===== config.mk =====
export PLATFORM = sky130hd
export DESIGN_NAME = mqpf_ctrl
export DESIGN_NICKNAME = d
export VERILOG_FILES = /design/src/hdl/mqpf_pkg.sv /design/src/hdl/mqpf_ctrl.sv
export SDC_FILE = /design/constraint.sdc
export NUM_CORES = 1
export LEC_CHECK = 0
export BUFFER_PORTS_ARGS = -buffer_cell sky130_fd_sc_hd__buf_4
export CORE_AREA = 2 2 39 41
export CTS_CLUSTER_DIAMETER = 200
export DETAILED_ROUTE_END_ITERATION = 8
export DIE_AREA = 0 0 41 43
export GPL_TIMING_DRIVEN = 1
export PLACE_DENSITY = 0.52
export SLEW_MARGIN = 20
export SYNTH_ARGS = -nofsm -noshare
export SYNTH_HDL_FRONTEND = slang
export SYNTH_SLANG_ARGS = --single-unit

===== constraint.sdc =====
create_clock -name clk -period 1.6 [get_ports clk]
set_clock_uncertainty 0.05 [all_clocks]
set_input_delay 0.16 -clock clk [delete_from_list [all_inputs] [get_ports clk]]
set_output_delay 0.16 -clock clk [all_outputs]
set_load 0.05 [all_outputs]

===== src/hdl/mqpf_pkg.sv =====
// Shared types and constants for the multi-queue priority FIFO.
// No dependencies; every other file imports this package.
`timescale 1ns / 1ps
`default_nettype none

package mqpf_pkg;

  localparam int LEVELS   = 5;
  localparam int OP_W     = 1;
  localparam int QN_W     = 6;
  localparam int LVL_W    = 3;
  localparam int TAG_W    = 16;
  localparam int STATUS_W = 3;
  localparam int CFG_W    = 4;

  localparam logic [OP_W-1:0] OP_ENTER = 1'b0;
  localparam logic [OP_W-1:0] OP_LEAVE = 1'b1;

  localparam logic [STATUS_W-1:0] ST_ENTERED   = 3'd0;
  localparam logic [STATUS_W-1:0] ST_DEPARTED  = 3'd1;
  localparam logic [STATUS_W-1:0] ST_EMPTY     = 3'd2;
  localparam logic [STATUS_W-1:0] ST_BAD_QUEUE = 3'd3;
  localparam logic [STATUS_W-1:0] ST_FULL      = 3'd4;

  localparam logic [CFG_W-1:0] QUEUES_IN_USE_RST = 4'd8;

  typedef struct packed {
    logic load_item;
    logic read_row;
    logic decide;
    logic take_tag;
  } mqpf_cmd_t;

  typedef struct packed {
    logic need_tag;
  } mqpf_sts_t;

endpackage

`default_nettype wire


===== src/hdl/mqpf_ctrl.sv =====
// Sequencer for one request: load, row read, decide, optional tag read, result.
// Depends on mqpf_pkg for the command and status structs.
`timescale 1ns / 1ps
`default_nettype none

module mqpf_ctrl import mqpf_pkg::*; (
  input  wire logic      clk,
  input  wire logic      rst,
  input  wire logic      in_valid,
  output logic           in_ready,
  output logic           out_valid,
  input  wire logic      out_ready,
  output mqpf_cmd_t      cmd,
  input  wire mqpf_sts_t sts
);

  typedef enum logic [4:0] {
    S_IDLE   = 5'b00001,
    S_ROW    = 5'b00010,
    S_DECIDE = 5'b00100,
    S_TAG    = 5'b01000,
    S_OUT    = 5'b10000
  } state_t;

  state_t state;
  state_t state_next;

  always_comb begin
    state_next = state;
    unique case (state)
      S_IDLE:   if (in_valid) state_next = S_ROW;
      S_ROW:    state_next = S_DECIDE;
      S_DECIDE: state_next = sts.need_tag ? S_TAG : S_OUT;
      S_TAG:    state_next = S_OUT;
      S_OUT:    if (out_ready) state_next = S_IDLE;
      default:  state_next = S_IDLE;
    endcase
  end

  always_ff @(posedge clk) begin
    if (rst) begin
      state <= S_IDLE;
    end else begin
      state <= state_next;
    end
  end

  assign in_ready      = (state == S_IDLE);
  assign out_valid     = (state == S_OUT);
  assign cmd.load_item = (state == S_IDLE) && in_valid;
  assign cmd.read_row  = (state == S_ROW);
  assign cmd.decide    = (state == S_DECIDE);
  assign cmd.take_tag  = (state == S_TAG);

  a_load_then_row: assert property (@(posedge clk) disable iff (rst)
    cmd.load_item |=> cmd.read_row)
    else $error("row read did not follow item load");

  a_hit_then_tag: assert property (@(posedge clk) disable iff (rst)
    cmd.decide && sts.need_tag |=> cmd.take_tag)
    else $error("tag capture did not follow a departing hit");

  a_out_then_idle: assert property (@(posedge clk) disable iff (rst)
    out_valid && out_ready |=> in_ready && !out_valid)
    else $error("not ready for input after result transfer");

endmodule

`default_nettype wire


* Word level (Yosys, flattened, before mapping) *
Index checks and enable logic that the tools add are counted.

word-level totals
  bits in registers = 5
  bits in latches = 0
  memory bits (writable) = 0
  bits in read-only memories = 0
  input port bits = 5
  word-level logic and storage cells = 14
  memories kept = 0

cells by class
  $add $sub $neg = 0
  $mul = 0
  divide/modulo/power cells = 0
  magnitude comparators = 0
  equality and inequality tests = 7
  shift operators = 0
  muxes and demuxes = 4
  bitwise gates (word level) = 0
  reduce and logical (&&, ||, !) cells = 2

operators by type and width
  cell                                                   count
  case mux 5 bit (5 select lines)                        1
  2-to-1 mux 5 bit                                       3
  equality test 5 x 1 -> 1 bit, second input constant    1
  equality test 5 x 2 -> 1 bit, second input constant    1
  equality test 5 x 3 -> 1 bit, second input constant    1
  equality test 5 x 4 -> 1 bit, second input constant    1
  equality test 5 bit, second input constant             1
  inequality test 2 x 1 -> 1 bit, second input constant  1
  inequality test 2 bit, second input constant           1
  AND reduction 2 bit                                    1
  logical AND 1 bit                                      1

* Longest topological paths before layout *
  word-level depth = 3
  gate-level depth with buffers = 3
  gate-level depth less buffers = 3

* Worst setup path after synthesis *
No wires, ideal clock.

  path type = reg2reg
  from = register state[0]
  to = register state[0]
  setup time = 0.182 ns
  data arrival time = 2.149 ns
  required time = 1.368 ns
  slack = -0.782 ns
  cell stages (with the launch flop) = 4
  path buffers = 0
  path through = dfxtp_1 -> or3_1 -> nor3b_1 -> o31ai_1

RTL lines
  what                    line             source
  from (decl)             mqpf_ctrl.sv:25  state_t state;
  from (signal assigned)  mqpf_ctrl.sv:44  state <= state_next;

==> summary.md <==
| Metric | Value |
|---|---|
| Input/output buffers | 10 |
| Crit end category | output pin |
| First-pass GRT wire length | 1.04 mm |
| Ratio of cells with drive above 1 in the final layout | 0.563 |
| Chip height | 43 µm |
| PnR worst setup slack | 0.0240 ns |
| Flop2flop setup slack | 0.28 ns |
| Global-route usage over all layers | 0.0905 |
| Sequential share of the synthesized area | 0.365 |
| Die area | 0.00176 mm² |
| GPL Wtd Cong | 0.685 |
| DRT Pass-1 Iters | 3 |
| Critical path type | reg -> out |
| CTS tree | done |
| Total power | 401 µW |
| Num rows | 14 |
| Clk sinks | 5 |
| Residual overflow from global routing | 0 |
| DRC errors left | 0 |
| DP HPWL | 464 µm |
| Unrepaired setup endpoints after global routing | true |
| Antenna violations before repair | 0 |
| Regs by FF count | state x5 |
| Worst skew pair latency | 0.24 ns |
| Netlist Area Pre-Place | 274 µm² |
| CTS buffer count | 3 |
| Core area | 0.00138 mm² |
| Syn_area_per_cell | 9.13 µm² |
| Place WS | 0.186 ns |
| Post-Layout Cell Count | 64 |
| DR vias | 287 |
| # diodes | 0 |
| Clk slew on worst S/H paths | 0.05 ns |
| Largest net degree at the start of global routing | 8 |
| Nets | 54 |
| Synth warn | 0 |
| Hold path start | rst |
| Synthesized flop and latch total | 5 |
| Fin area | 469 µm² |
| Initial Util | 0.198 |
| Root buffer cell | clkbuf_4 |
| Die Wd | 41 µm |
| VDD IR max | 0.266 mV |
| P_leak | 0.206 nW |
| Reg-to-reg endpoint | state[4] |
| Gate count of the mapped netlist | 30 |
| Setup tns final | 0 ns |
| IO Pins | 11 |
| Worst EP required | 1.39 ns |
| Crit-path max FO | 7 |
| Largest Register | state |
| Library cells used by synthesis | 18 |
| Fmax | 635 MHz |
| Crit start category | flop |
| Syn Nets | 35 |
| Max reg flops | 5 |
| Drt wl/cell | 10.4 µm |
| Reg2reg start | state[2] |
| Final Critical Period | 1.58 ns |
| WL final | 667 µm |
| P&R area growth vs syn | 71.2% |
| Worst Tran Pin Value | 0.262 ns |
| Cell Count Post-Placement | 59 |
| CP arrival | 1.37 ns |
| Placed instance area | 408 µm² |
| Hold_buf cts | 0 |
| Status | finished clean |
| Worst hold slack | 0.0282 ns |
| CP endpoint | cmd[0] |
| Max-cap check violation count | 0 |
| Pwr per Cell Area | 855 mW/mm² |
| Final Core Density | 0.339 |
| H-Tree Depth | 1 |
| Worst min-delay path category | in -> reg |
| Antenna-violating nets left | 0 |
| Final setup vio count | 0 |
| Clock buffer depth | 2 |
| Final worst-path cycle share | 0.985 |
| Iteration-0 DRC Markers | 2 |
| Final hold vios | 0 |
| Critical path origin | state[2] |
| Vias in the first global route | 255 |
| Slew Limit Fails | 0 |
| Slew margin rel. | 0.824 |
| Vias per Instance | 4.48 |
| Worst reg2reg path depth | 3 |
-- cell usage after synthesis, drive strengths merged --
| cell | n | area (µm²) |
|---|---|---|
| o21ai | 1 | 5.00 |
| a2111oi | 1 | 15.0 |
| and2 | 1 | 6.26 |
| o21a | 1 | 7.51 |
| a21oi | 1 | 5.00 |
| o31ai | 1 | 7.51 |
| or3b | 1 | 8.76 |
| nor3 | 2 | 10.0 |
| or3 | 1 | 6.26 |
| dfxtp | 5 | 100 |
| nor3b | 2 | 15.0 |
| nor2 | 3 | 11.3 |
| and3 | 2 | 12.5 |
| nor2b | 1 | 6.26 |
| o211a | 1 | 10.0 |
| xor2 | 1 | 8.76 |
| and3b | 3 | 26.3 |
| nand2b | 2 | 12.5 |
-- worst min-delay path by stage --
stage / to / cells past startpoint
after floorplan: state[2] / 1
final: state[2] / 2
after CTS: state[2] / 2
after global placement: state[2] / 2
after global routing: state[2] / 2
after detailed placement: state[2] / 2
-- cells by family (layout without fill, tap and decap cells) --
family	after synthesis	after routing	synth area share
compound gates	6	6	0.183
xor+xnor	1	1	0.0320
buf+inv	0	18	0
flops	5	5	0.365
simple gates	18	18	0.420
-- cell type report --
cell class	instances	area, µm²
sequential	5	104
tap	16	20.0
fill	151	915
clock buffer	4	26.3
multi-input combinational	25	206
timing repair buffer	14	113
-- what timing repair did --
| action | 4_1_cts | 5_1_grt |
|---|---|---|
| pin swaps | 1 | 1 |
| setup endpoints to repair | 2 | 2 |
| hold endpoints to repair | 0 | 0 |
| setup buffers | 0 | 1 |
| resized for setup | 4 | 4 |
-- where the power goes --
part           internal, mW  switching (mW)
registers             0.132         0.00418
clock network        0.0944          0.0536
logic                0.0511          0.0658
total                 0.278           0.124
-- cell usage in the layout (no fill, tap or decap) --
| master | instances |
|---|---|
| dfxtp_1 | 2 |
| nor2b_1 | 1 |
| buf_6 | 2 |
| buf_4 | 12 |
| o211a_1 | 1 |
| a2111oi_2 | 1 |
| dfxtp_2 | 3 |
| nor3b_4 | 1 |
| xor2_1 | 1 |
| o21ai_0 | 1 |
| nor3_4 | 1 |
| and3b_1 | 2 |
| o31ai_1 | 1 |
| clkbuf_1 | 1 |
| and2_2 | 1 |
| or3b_1 | 1 |
| or3_4 | 1 |
| nor3_1 | 1 |
| o21a_1 | 1 |
| and3b_2 | 1 |
| nor2_1 | 2 |
| a21oi_1 | 1 |
| clkbuf_4 | 3 |
| nor2_2 | 1 |
| nand2b_1 | 2 |
| nor3b_1 | 1 |
| and3_1 | 2 |
-- critical path: stages, from the launching register on --
cell	delay (ns)
dfxtp_2	0.36
or3_4	0.37
nor3b_4	0.21
buf_6	0.18
-- routing by layer --
layer,GRT usage,part of all wire,vias to the layer above
li1,-,-,147
met5,0,0,-
met2,0.109,0.45,11
met1,0.120,0.46,127
met4,0.100,0.021,0
met3,0.0157,0.069,2
Note: power is estimated with default switching activity, not from simulation.
